[src/rtl/csb_pkg.sv]
// ----------------------------------------------------------------------------
// csb_pkg: shared types and helpers for the clipped sprite blitter
// Request codes, controller/datapath interface structs, lane helpers.
// ----------------------------------------------------------------------------
package csb_pkg;

  localparam int MAX_SCREEN_DIM = 4096;
  localparam int MAX_SPRITE_DIM = 4095;

  localparam logic [1:0] ACT_PLOT  = 2'd0;
  localparam logic [1:0] ACT_START = 2'd1;
  localparam logic [1:0] ACT_PIXEL = 2'd2;

  localparam logic [1:0] REG_SCREEN_WIDTH  = 2'd0;
  localparam logic [1:0] REG_SCREEN_HEIGHT = 2'd1;
  localparam logic [1:0] REG_BYTES_PER_PIX = 2'd2;

  localparam logic [12:0] RESET_WIDTH  = 13'd1024;
  localparam logic [12:0] RESET_HEIGHT = 13'd768;
  localparam logic [2:0]  RESET_BPP    = 3'd4;

  // Commands from controller to datapath
  typedef struct packed {
    logic capture;  // latch the accepted request
    logic clip;     // resolve coordinates, clip, update sprite walk
    logic mul;      // row stride multiply
    logic load;     // load the output register
  } csb_cmd_t;

  // Status from datapath to controller
  typedef struct packed {
    logic emit;      // request produces a write
    logic out_free;  // output register can take a new write
  } csb_status_t;

  // Colour bits kept for a given pixel size
  function automatic logic [31:0] lane_mask(input logic [2:0] bpp);
    logic [31:0] m;
    unique case (bpp)
      3'd0:    m = 32'h0000_0000;
      3'd1:    m = 32'h0000_00FF;
      3'd2:    m = 32'h0000_FFFF;
      3'd3:    m = 32'h00FF_FFFF;
      default: m = 32'hFFFF_FFFF;
    endcase
    return m;
  endfunction

  function automatic logic [3:0] lane_enable(input logic [2:0] bpp);
    logic [3:0] e;
    unique case (bpp)
      3'd1:    e = 4'b0001;
      3'd2:    e = 4'b0011;
      3'd3:    e = 4'b0111;
      3'd4:    e = 4'b1111;
      default: e = 4'b0000;
    endcase
    return e;
  endfunction

  // Clamp a 13-bit screen dimension to the supported maximum
  function automatic logic [12:0] clamp_screen(input logic [12:0] v);
    logic [12:0] lim;
    lim = 13'(MAX_SCREEN_DIM);
    return (v > lim) ? lim : v;
  endfunction

endpackage

[src/rtl/csb_ctrl.sv]
// ----------------------------------------------------------------------------
// csb_ctrl: request sequencer
// Steps each request through clip, stride multiply and address stages.
// ----------------------------------------------------------------------------
module csb_ctrl (
  input  logic                 clk,
  input  logic                 rst,
  input  logic                 in_valid,
  output logic                 in_ready,
  input  csb_pkg::csb_status_t status,
  output csb_pkg::csb_cmd_t    cmd
);

  localparam logic [1:0] ST_IDLE = 2'd0;
  localparam logic [1:0] ST_CLIP = 2'd1;
  localparam logic [1:0] ST_MUL  = 2'd2;
  localparam logic [1:0] ST_ADDR = 2'd3;

  logic [1:0] state;
  logic [1:0] state_next;

  assign in_ready = (state == ST_IDLE);

  always_comb begin
    state_next  = state;
    cmd         = '0;
    unique case (state)
      ST_IDLE: begin
        cmd.capture = in_valid;
        if (in_valid) state_next = ST_CLIP;
      end
      ST_CLIP: begin
        cmd.clip   = 1'b1;
        state_next = ST_MUL;
      end
      ST_MUL: begin
        cmd.mul    = 1'b1;
        state_next = ST_ADDR;
      end
      ST_ADDR: begin
        // hold here while the previous write still waits
        if (!status.emit) begin
          state_next = ST_IDLE;
        end else if (status.out_free) begin
          cmd.load   = 1'b1;
          state_next = ST_IDLE;
        end
      end
      default: state_next = ST_IDLE;
    endcase
  end

  always_ff @(posedge clk) begin
    if (rst) begin
      state <= ST_IDLE;
    end else begin
      state <= state_next;
    end
  end

  a_load_only_when_free: assert property (@(posedge clk) disable iff (rst)
    cmd.load |-> (state == ST_ADDR) && status.emit && status.out_free)
    else $error("output load without a free output register");

  a_request_spacing: assert property (@(posedge clk) disable iff (rst)
    (in_valid && in_ready) |=> !in_ready ##1 !in_ready ##1 !in_ready)
    else $error("request accepted before the previous one finished");

endmodule

[src/rtl/csb_datapath.sv]
// ----------------------------------------------------------------------------
// csb_datapath: blitter datapath
// Configuration, sprite walk state, clipping, address arithmetic, output reg.
// ----------------------------------------------------------------------------
module csb_datapath (
  input  logic                 clk,
  input  logic                 rst,
  input  logic                 cfg_we,
  input  logic [1:0]           cfg_index,
  input  logic [12:0]          cfg_data,
  input  logic [1:0]           action,
  input  logic [15:0]          pos_x,
  input  logic [15:0]          pos_y,
  input  logic [11:0]          sprite_w,
  input  logic [11:0]          sprite_h,
  input  logic                 rotate,
  input  logic [31:0]          color,
  input  csb_pkg::csb_cmd_t    cmd,
  output csb_pkg::csb_status_t status,
  output logic                 out_valid,
  input  logic                 out_ready,
  output logic [25:0]          write_address,
  output logic [31:0]          write_data,
  output logic [3:0]           byte_enable
);

  // configuration
  logic [12:0] screen_width;
  logic [12:0] screen_height;
  logic [2:0]  bytes_per_pixel;

  // sprite walk
  logic [15:0] origin_x;
  logic [15:0] origin_y;
  logic [11:0] sprite_width;
  logic [11:0] sprite_height;
  logic        rotated;
  logic [11:0] source_row;
  logic [11:0] source_col;

  // captured request
  logic [1:0]  req_action;
  logic [15:0] req_x;
  logic [15:0] req_y;
  logic [11:0] req_w;
  logic [11:0] req_h;
  logic        req_rot;
  logic [31:0] req_color;

  // stage registers
  logic [11:0] pix_x;
  logic [11:0] pix_y;
  logic        emit;
  logic [31:0] pix_data;
  logic [24:0] row_base;

  // combinational
  logic [12:0] width_clamped;
  logic [12:0] height_clamped;
  logic        exhausted;
  logic [11:0] rot_offset;
  logic [15:0] dst_x;
  logic [15:0] dst_y;
  logic [31:0] masked_color;
  logic        bpp_ok;
  logic        on_screen;
  logic        emit_next;
  logic [11:0] col_inc;
  logic [24:0] linear;
  logic [27:0] byte_addr;

  assign width_clamped  = csb_pkg::clamp_screen(screen_width);
  assign height_clamped = csb_pkg::clamp_screen(screen_height);

  assign exhausted  = (sprite_width == 12'd0) || (sprite_height == 12'd0) ||
                      (source_row >= sprite_height);
  assign rot_offset = sprite_height - 12'd1 - source_row;
  assign col_inc    = source_col + 12'd1;

  always_comb begin
    if (req_action == csb_pkg::ACT_PLOT) begin
      dst_x = req_x;
      dst_y = req_y;
    end else if (rotated) begin
      dst_x = origin_x + {4'd0, rot_offset};
      dst_y = origin_y + {4'd0, source_col};
    end else begin
      dst_x = origin_x + {4'd0, source_col};
      dst_y = origin_y + {4'd0, source_row};
    end
  end

  assign masked_color = req_color & csb_pkg::lane_mask(bytes_per_pixel);
  assign bpp_ok       = (bytes_per_pixel != 3'd0) && (bytes_per_pixel <= 3'd4);
  assign on_screen    = (dst_x < {3'd0, width_clamped}) && (dst_y < {3'd0, height_clamped});

  always_comb begin
    priority if (req_action == csb_pkg::ACT_PLOT) begin
      emit_next = bpp_ok && on_screen;
    end else if (req_action == csb_pkg::ACT_PIXEL) begin
      // a transparent pixel still advances the walk
      emit_next = !exhausted && (masked_color != 32'd0) && bpp_ok && on_screen;
    end else begin
      emit_next = 1'b0;
    end
  end

  assign linear    = row_base + {13'd0, pix_x};
  assign byte_addr = {3'd0, linear} * {25'd0, bytes_per_pixel};

  assign status.emit     = emit;
  assign status.out_free = !out_valid || out_ready;

  always_ff @(posedge clk) begin
    if (rst) begin
      screen_width    <= csb_pkg::RESET_WIDTH;
      screen_height   <= csb_pkg::RESET_HEIGHT;
      bytes_per_pixel <= csb_pkg::RESET_BPP;
    end else if (cfg_we) begin
      unique case (cfg_index)
        csb_pkg::REG_SCREEN_WIDTH:  screen_width    <= cfg_data;
        csb_pkg::REG_SCREEN_HEIGHT: screen_height   <= cfg_data;
        csb_pkg::REG_BYTES_PER_PIX: bytes_per_pixel <= cfg_data[2:0];
        default: ;
      endcase
    end
  end

  always_ff @(posedge clk) begin
    if (rst) begin
      origin_x      <= '0;
      origin_y      <= '0;
      sprite_width  <= '0;
      sprite_height <= '0;
      rotated       <= 1'b0;
      source_row    <= '0;
      source_col    <= '0;
    end else if (cmd.clip) begin
      if (req_action == csb_pkg::ACT_START) begin
        // 12-bit sizes never exceed the sprite limit, so no clamp is needed
        origin_x      <= req_x;
        origin_y      <= req_y;
        sprite_width  <= req_w;
        sprite_height <= req_h;
        rotated       <= req_rot;
        source_row    <= '0;
        source_col    <= '0;
      end else if ((req_action == csb_pkg::ACT_PIXEL) && !exhausted) begin
        if (col_inc >= sprite_width) begin
          source_col <= '0;
          source_row <= source_row + 12'd1;
        end else begin
          source_col <= col_inc;
        end
      end
    end
  end

  always_ff @(posedge clk) begin
    if (cmd.capture) begin
      req_action <= action;
      req_x      <= pos_x;
      req_y      <= pos_y;
      req_w      <= sprite_w;
      req_h      <= sprite_h;
      req_rot    <= rotate;
      req_color  <= color;
    end
    if (cmd.clip) begin
      pix_x    <= dst_x[11:0];
      pix_y    <= dst_y[11:0];
      pix_data <= masked_color;
    end
    if (cmd.mul) begin
      row_base <= {13'd0, pix_y} * {12'd0, width_clamped};
    end
    if (cmd.load) begin
      write_address <= byte_addr[25:0];
      write_data    <= pix_data;
      byte_enable   <= csb_pkg::lane_enable(bytes_per_pixel);
    end
  end

  always_ff @(posedge clk) begin
    if (rst) begin
      emit      <= 1'b0;
      out_valid <= 1'b0;
    end else begin
      if (cmd.clip) emit <= emit_next;
      if (cmd.load) begin
        out_valid <= 1'b1;
      end else if (out_ready) begin
        out_valid <= 1'b0;
      end
    end
  end

  a_enable_set: assert property (@(posedge clk) disable iff (rst)
    out_valid |-> (byte_enable != 4'd0))
    else $error("write presented with no byte lanes enabled");

  a_word_aligned: assert property (@(posedge clk) disable iff (rst)
    (out_valid && (bytes_per_pixel == 3'd4)) |-> (write_address[1:0] == 2'd0))
    else $error("four-byte pixel write not word aligned");

endmodule

[src/rtl/clipped_sprite_blitter_unit.sv]
// ----------------------------------------------------------------------------
// clipped_sprite_blitter_unit: plot and sprite blit engine with clipping
// Sequence: an accepted request is captured, clipped and stride multiplied, and
//   a write that it produces is loaded into the output register, later while an
//   earlier write is still held there. No new request is taken until the
//   sequencer has stepped capture, clip, stride multiply and address stages.
// Reset: 1024 x 768 at 4 bytes per pixel, sprite state cleared, no write pending.
// ----------------------------------------------------------------------------
module clipped_sprite_blitter_unit (
  input  logic        clk,
  input  logic        rst,
  input  logic        cfg_we,
  input  logic [1:0]  cfg_index,
  input  logic [12:0] cfg_data,
  input  logic        in_valid,
  output logic        in_ready,
  input  logic [1:0]  action,
  input  logic [15:0] pos_x,
  input  logic [15:0] pos_y,
  input  logic [11:0] sprite_w,
  input  logic [11:0] sprite_h,
  input  logic        rotate,
  input  logic [31:0] color,
  output logic        out_valid,
  input  logic        out_ready,
  output logic [25:0] write_address,
  output logic [31:0] write_data,
  output logic [3:0]  byte_enable
);

  csb_pkg::csb_cmd_t    cmd;
  csb_pkg::csb_status_t status;

  csb_ctrl u_ctrl (
    .clk      (clk),
    .rst      (rst),
    .in_valid (in_valid),
    .in_ready (in_ready),
    .status   (status),
    .cmd      (cmd)
  );

  csb_datapath u_datapath (
    .clk           (clk),
    .rst           (rst),
    .cfg_we        (cfg_we),
    .cfg_index     (cfg_index),
    .cfg_data      (cfg_data),
    .action        (action),
    .pos_x         (pos_x),
    .pos_y         (pos_y),
    .sprite_w      (sprite_w),
    .sprite_h      (sprite_h),
    .rotate        (rotate),
    .color         (color),
    .cmd           (cmd),
    .status        (status),
    .out_valid     (out_valid),
    .out_ready     (out_ready),
    .write_address (write_address),
    .write_data    (write_data),
    .byte_enable   (byte_enable)
  );

endmodule
[config.mk]
export PLATFORM = sky130hd
export DESIGN_NAME = clipped_sprite_blitter_unit
export DESIGN_NICKNAME = d
export VERILOG_FILES = /design/src/rtl/csb_pkg.sv /design/src/rtl/csb_ctrl.sv /design/src/rtl/csb_datapath.sv /design/src/rtl/clipped_sprite_blitter_unit.sv
export SDC_FILE = /design/constraint.sdc
export NUM_CORES = 1
export LEC_CHECK = 0
export ABC_AREA = 1
export BUFFER_PORTS_ARGS = -buffer_cell sky130_fd_sc_hd__buf_4
export CAP_MARGIN = 20
export CELL_PAD_IN_SITES_DETAIL_PLACEMENT = 0
export CELL_PAD_IN_SITES_GLOBAL_PLACEMENT = 1
export CORE_MARGIN = 2
export CORE_UTILIZATION = 40
export CTS_CLUSTER_DIAMETER = 60
export DETAILED_ROUTE_END_ITERATION = 8
export PLACE_DENSITY_LB_ADDON = 0.1
export SYNTH_ARGS = -nofsm -noshare
export SYNTH_HDL_FRONTEND = slang
export SYNTH_SLANG_ARGS = --single-unit
[constraint.sdc]
create_clock -name clk -period 8.1 [get_ports clk]
set_input_delay 0.405 -clock clk [delete_from_list [all_inputs] [get_ports clk]]
set_output_delay 0.405 -clock clk [all_outputs]
set_load 0.02 [all_outputs]
=== After elaboration in Yosys (flattened, before gate mapping) ===
Index checks and enable logic that the tools add are counted.

* Flip-flop bits (word level): 348
* Output and inout bits: 64
* Word-level logic and storage cells: 117

* Add/subtract/negate cells: 9
* Multiply operators: 2
* Magnitude comparators: 7
* Equal/unequal tests: 13
* Multiplexer cells: 28
* Bitwise logic cells: 1
* Reduce and logical (&&, ||, !) cells: 30

{| class="wikitable"
|+ Operators with widths
! kind !! number
|-
| $pmux W32 S4 || 1
|-
| $mux W12 || 6
|-
| $add A16 B12 Y16 || 4
|-
| $mux W16 || 4
|-
| $and A32 B32 Y32 || 1
|-
| $lt A16 B13 Y1 || 2
|-
| $reduce_bool A32 Y1 || 1
|-
| $gt A13 B13 Y1 const B || 2
|-
| $mul A25 B3 Y26 || 1
|-
| $mux W13 || 2
|-
| $add A25 B12 Y25 || 1
|-
| $mul A12 B13 Y25 || 1
|-
| $add A12 B1 Y12 const B || 2
|-
| $ge A12 B12 Y1 || 2
|-
| $logic_not A12 Y1 || 2
|-
| $pmux W4 S4 || 1
|-
| $reduce_and A2 Y1 || 6
|-
| $sub A12 B1 Y12 const B || 1
|-
| $sub A12 B12 Y12 || 1
|-
| $mux W1 || 10
|-
| $eq A2 B2 Y1 const B || 4
|-
| $pmux W2 S4 || 1
|-
| $logic_and A1 B1 Y1 || 7
|-
| $eq A2 B1 Y1 const B || 3
|-
| 14 further kinds || 24
|}

=== Depth between registers and ports, before layout ===
* Depth after elaboration: 10
* Gate-level depth with buffers: 34
* Gate-level depth less buffers: 34

=== Cells and area by module ===
From an unflattened synthesis, not the netlist that was laid out.

* Cells, all modules: 2,719
* Area, all modules: 23,684.0 µm²

{| class="wikitable"
|+ Modules (own cells, without submodules)
! module !! times used !! cells an instance !! area each (µm²) !! sequential area each (µm²)
|-
| csb_datapath || 1 || 2,692 || 23,502.5 || 9,268.9
|-
| csb_ctrl || 1 || 27 || 181.4 || 40.0
|}

=== Least setup slack after synthesis ===
Ideal clock, no wire load.

* Kind: reg-to-reg
* From: register u_datapath.screen_width[6]
* To: register u_datapath.row_base[24] (data pin)
* Arrival: 5.430 ns
* Required time: 7.834 ns
* Setup slack: 2.405 ns
* Stages on the path, launching flop included: 27
* Period minus slack after synthesis: 5.695 ns
* Cell sequence: dfxtp_1 -> nor2_1 -> nand2_1 -> nor2_1 -> nand2_1 -> nand2_1 -> clkbuf_1 -> nand2_1 -> inv_1 -> nand2_1 -> fa_1 -> inv_1 -> fa_1 -> fa_1 -> fa_1 -> inv_1 -> fa_1 -> inv_1 -> ha_1 -> a21oi_1 -> o21ai_0 -> a21oi_1 -> o21ai_0 -> a31oi_1 -> nor3_1 -> nor3_1 -> xor2_1

* Longest elaborated chain between the ends: 3

{| class="wikitable"
|+ Ends and longest elaborated chain
! item !! line !! RTL
|-
| from (decl) || csb_datapath.sv:28 || <nowiki>logic [12:0] screen_width;</nowiki>
|-
| from (signal assigned) || csb_datapath.sv:116 || <nowiki>screen_width <= csb_pkg::RESET_WIDTH;</nowiki>
|-
| from (signal assigned) || csb_datapath.sv:121 || <nowiki>csb_pkg::REG_SCREEN_WIDTH: screen_width <= cfg_data;</nowiki>
|-
| $gt A13 B13 Y1 || csb_pkg.sv:65 || <nowiki>return (v > lim) ? lim : v;</nowiki>
|-
| $mux W13 * || csb_pkg.sv:65 ||
|-
| $mul A12 B13 Y25 * || csb_datapath.sv:175 || <nowiki>row_base <= {13'd0, pix_y} * {12'd0, width_clamped};</nowiki>
|-
| to (signal assigned) || csb_datapath.sv:175 ||
|-
| to (decl) || csb_datapath.sv:55 || <nowiki>logic [24:0] row_base;</nowiki>
|}

Every way passes the cells marked *; elsewhere a longest branch is shown, timed or not.
A chain may end at the register's enable or synchronous reset.

=== Worst setup path in the final report ===
* From: register u_datapath.screen_width[0]
* To: register u_datapath.row_base[24] (data pin)

The elaborated chain is that of the path after synthesis.

==> impl_metrics.csv <==
group,metric,value,unit
yosys,syn_area_per_cell,8.66,µm²
clocking,clock-root-buffer,"clkbuf_16",
cells_and_area,nets,3406,
yosys,synth_compound_area_frac,0.0873,
detailed_routing,post_drt_wl_per_cell,16.9,µm
detailed_routing,vias_per_cell,4.91,
yosys,yosys.area_share.adder,0.217,
die,core_area,58000,µm²
yosys,synth_cell_types,49,
yosys,dominantRegCellSynth,"edfxtp_1",
yosys,syn_inst,2722,
cells_and_area,drive_above_1_share,0.0982,
cells_and_area,finalNonFillerCells,3770,
timing,slew-limit-headroom,0.261,
hold_path,worstHoldPathType,"in -> reg",
critical_path,critPathRequiredTime,8.40,ns
detailed_routing,wirelength,63600,µm
status,outcome,"completed",
detailed_routing,drtIter0Drc,917,
yosys,synth_top_area_share,0.298,
critical_path,reg2reg_depth,27,
timing,worst_slew_pin_slew,1.11,ns
clocking,insertion_delay,0.59,ns
cells_and_area,antenna_cells,0,
global_routing,globalRouteTotalUtil,0.212,
clocking,cts_sinks,348,
cells_and_area,n_fill_cell,5578,
timing,rsz0062_at_grt,"false",
yosys,synth_edf_count,234,
critical_path,rrSetupSlack,1.51,ns
critical_path,path_class,"reg -> reg",
yosys,synth_top_family_by_area,"adder cells",
critical_path,crit_arrival,6.89,ns
critical_path,crit_slowest_cell,"nor2_1",
yosys,syn_area,23600,µm²
pwr,power.density,285,nW/µm²
timing,hold_violations,0,
die,rows,88,
placed_design,place.gp.congestion,0.848,
job,timing.max_cap.violations,0,
yosys,async_flop_share,0,
clocking,cts_tree,"done",
critical_path,crit_path_max_incr_delay,0.67,ns
critical_path,reg2reg_from,"u_datapath.screen_width[0]$_SDFFE_PP0P_",
pwr,leakagePower,12.9,nW
yosys,ys.warnings.count,0,
detailed_routing,ant_nets,0,
yosys,synthXorXnorAreaFrac,0.0331,
critical_path,endpoint,"u_datapath.row_base[24]$_DFFE_PP_",
die,die_x,247,µm
critical_path,cpMostUsedCell,"inv_1",
cells_and_area,utilization,0.483,
global_routing,overflow,0,
clocking,postCtsSetupBuffers,0,
clocking,cts_buffers,44,
timing,finalCriticalPeriod,6.59,ns
placed_design,dpl.cell_count,3599,
yosys,yosys-top-cells-count,"578 x nand2_1, 459 x inv_1, 259 x nor2_1, 234 x edfxtp_1, 188 x ha_1",
global_routing,grt_pass1_vias,18700,
clocking,path_clk_slew,0.06,ns
yosys,yosysSeqAreaShare,0.395,
timing,period_share,0.813,
timing,fin_hold_ws,0.0304,ns
die,die_area,60900,µm²
yosys,synthMuxAreaShare,0.00127,
critical_path,crit_fanout,12,
timing,clock_skew,0.0405,ns
cells_and_area,syn2layout_area_growth,18.9,%
timing,setup_tns,0,ns
yosys,synth-simple-area-share,0.180,
timing,finalSetupViolCount,0,
pwr,peakVddDrop,0.234,mV
yosys,syn_nets,3159,
yosys,synth.area.top_cells,"edfxtp_1 30%, fa_1 12%, ha_1 10%",
die,die_h,247,µm
detailed_routing,vias,18500,
critical_path,critPathLaunch,"u_datapath.screen_width[0]$_SDFFE_PP0P_",
global_routing,grt_max_degree,91,
global_routing,antenna_found_initial,0,
clocking,htreeDepth,2,
die,start_util,0.406,
pwr,total_power,8.00,mW
timing,slew_violations,0,
yosys,yosysTopAreaCell,"edfxtp_1",
clocking,cts_buffer_depth,3,
yosys,ys_ff_latch,348,
timing,fmax,152,MHz
detailed_routing,drt_first_pass_iters,6,
critical_path,endpoint_kind,"flop",
global_routing,grt_pass1_wl,101000,µm
detailed_routing,drc,0,
critical_path,cp-start-kind,"flop",
placed_design,hpwl,49400,µm
die,pin_count,175,
critical_path,reg2reg_to,"u_datapath.row_base[24]$_DFFE_PP_",
yosys,post-synth-top-count-cell,"nand2_1",
placed_design,placement.io_buffers,174,
what timing repair did:
| item | CTS | global route |
|---|---|---|
| resized for setup | 0 | 0 |
| hold endpoints to repair | 88 | 0 |
| hold buffers | 88 | 0 |
placed cells by master, fill, tap and decap left out, types with 5 or more instances in the layout:
cell	instances
a211oi_1	15
a21oi_1	179
a31oi_1	12
a41oi_1	6
buf_4	182
clkbuf_1	10
clkbuf_16	45
clkbuf_8	7
clkinv_1	5
clkinv_2	6
dfxtp_1	114
dlygate4sd3_1	88
edfxtp_1	234
fa_1	138
ha_1	187
inv_1	458
nand2_1	577
nand2_2	7
nand3_1	117
nand4_1	14
nor2_1	257
nor3_1	28
nor4_1	8
o21ai_0	137
o21bai_1	6
or2_2	16
xnor2_1	25
xor2_1	64
critical path: cells and delay by family, from the launching register on:
kind                     cells  cell delay, ns
buffers and inverters        6            0.57
AND/OR/NAND/NOR             12            2.05
XOR/XNOR                     1            0.14
AO/OA/AOI/OAI                2            0.53
flip-flops                   1            0.33
adder cells (fa/ha/maj)      6            2.71
report_power, final:
part	switching, mW	leakage, nW	total [mW]	internal, mW
Clock	0.810	0.724	1.98	1.17
Sequential	0.273	3.11	2.68	2.41
Combinational	2.14	9.06	3.34	1.20
Total	3.23	12.9	8.00	4.77
flip-flops by register name, summed over array words and instances (netlist names), 13 cells and up:
register                  cells
u_datapath.origin_x          16
u_datapath.req_y             16
u_datapath.pix_data          32
u_datapath.req_x             16
u_datapath.req_color         32
u_datapath.write_address     26
u_datapath.origin_y          16
u_datapath.row_base          25
u_datapath.write_data        32
u_datapath.screen_height     13
u_datapath.screen_width      13
layout make-up:
| type | count | area (µm²) | share of cell area |
|---|---|---|---|
| Multi-Input combinational cell | 1839 | 12300 | 0.437 |
| Sequential cell | 348 | 9310 | 0.332 |
| Timing Repair Buffer | 271 | 2270 | 0.0811 |
| Inverter | 465 | 1750 | 0.0623 |
| Clock buffer | 62 | 1260 | 0.0449 |
| Tap cell | 765 | 957 | 0.0341 |
| Clock inverter | 20 | 229 | 0.00817 |
kinds of logic after synthesis:
| family | count (synthesis) |
|---|---|
| XOR/XNOR | 89 |
| buffers and inverters | 535 |
| multiplexers | 3 |
| adder cells (fa/ha/maj) | 326 |
| AND/OR/NAND/NOR | 1040 |
| AO/OA/AOI/OAI | 381 |
| flip-flops | 348 |
per-stage QoR:
| stage | setup slack [ns] | area, µm² |
|---|---|---|
| CTS | 1.52 | 28000 |
| finish | 1.51 | 28000 |
| detailed placement | 1.52 | 25600 |
| global route | 0.984 | 28000 |
| floorplan | 2.40 | 23600 |
| global placement | 1.68 | 25600 |
worst min-delay path by stage:
stage	depth (start not counted)	slack [ns]	endpoint	startpoint
global placement	0	0.40	u_datapath.write_data[4]$_DFFE_PP_	u_datapath.pix_data[4]$_DFFE_PP_
floorplan	0	0.40	u_datapath.write_data[0]$_DFFE_PP_	u_datapath.pix_data[0]$_DFFE_PP_
global route	1	0.005	u_datapath.req_x[6]$_DFFE_PP_	pos_x[6]
CTS	1	0.003	u_datapath.req_x[7]$_DFFE_PP_	pos_x[7]
detailed placement	0	0.41	u_datapath.write_data[1]$_DFFE_PP_	u_datapath.pix_data[1]$_DFFE_PP_
finish	1	0.03	u_datapath.req_x[7]$_DFFE_PP_	pos_x[7]
per-layer routing:
metal,wire length (µm),GRT usage
met1,28300,0.273
met5,0,0
met4,1570,0.0583
met2,31700,0.376
met3,1990,0.0258
(Power assumes the default switching activity.)
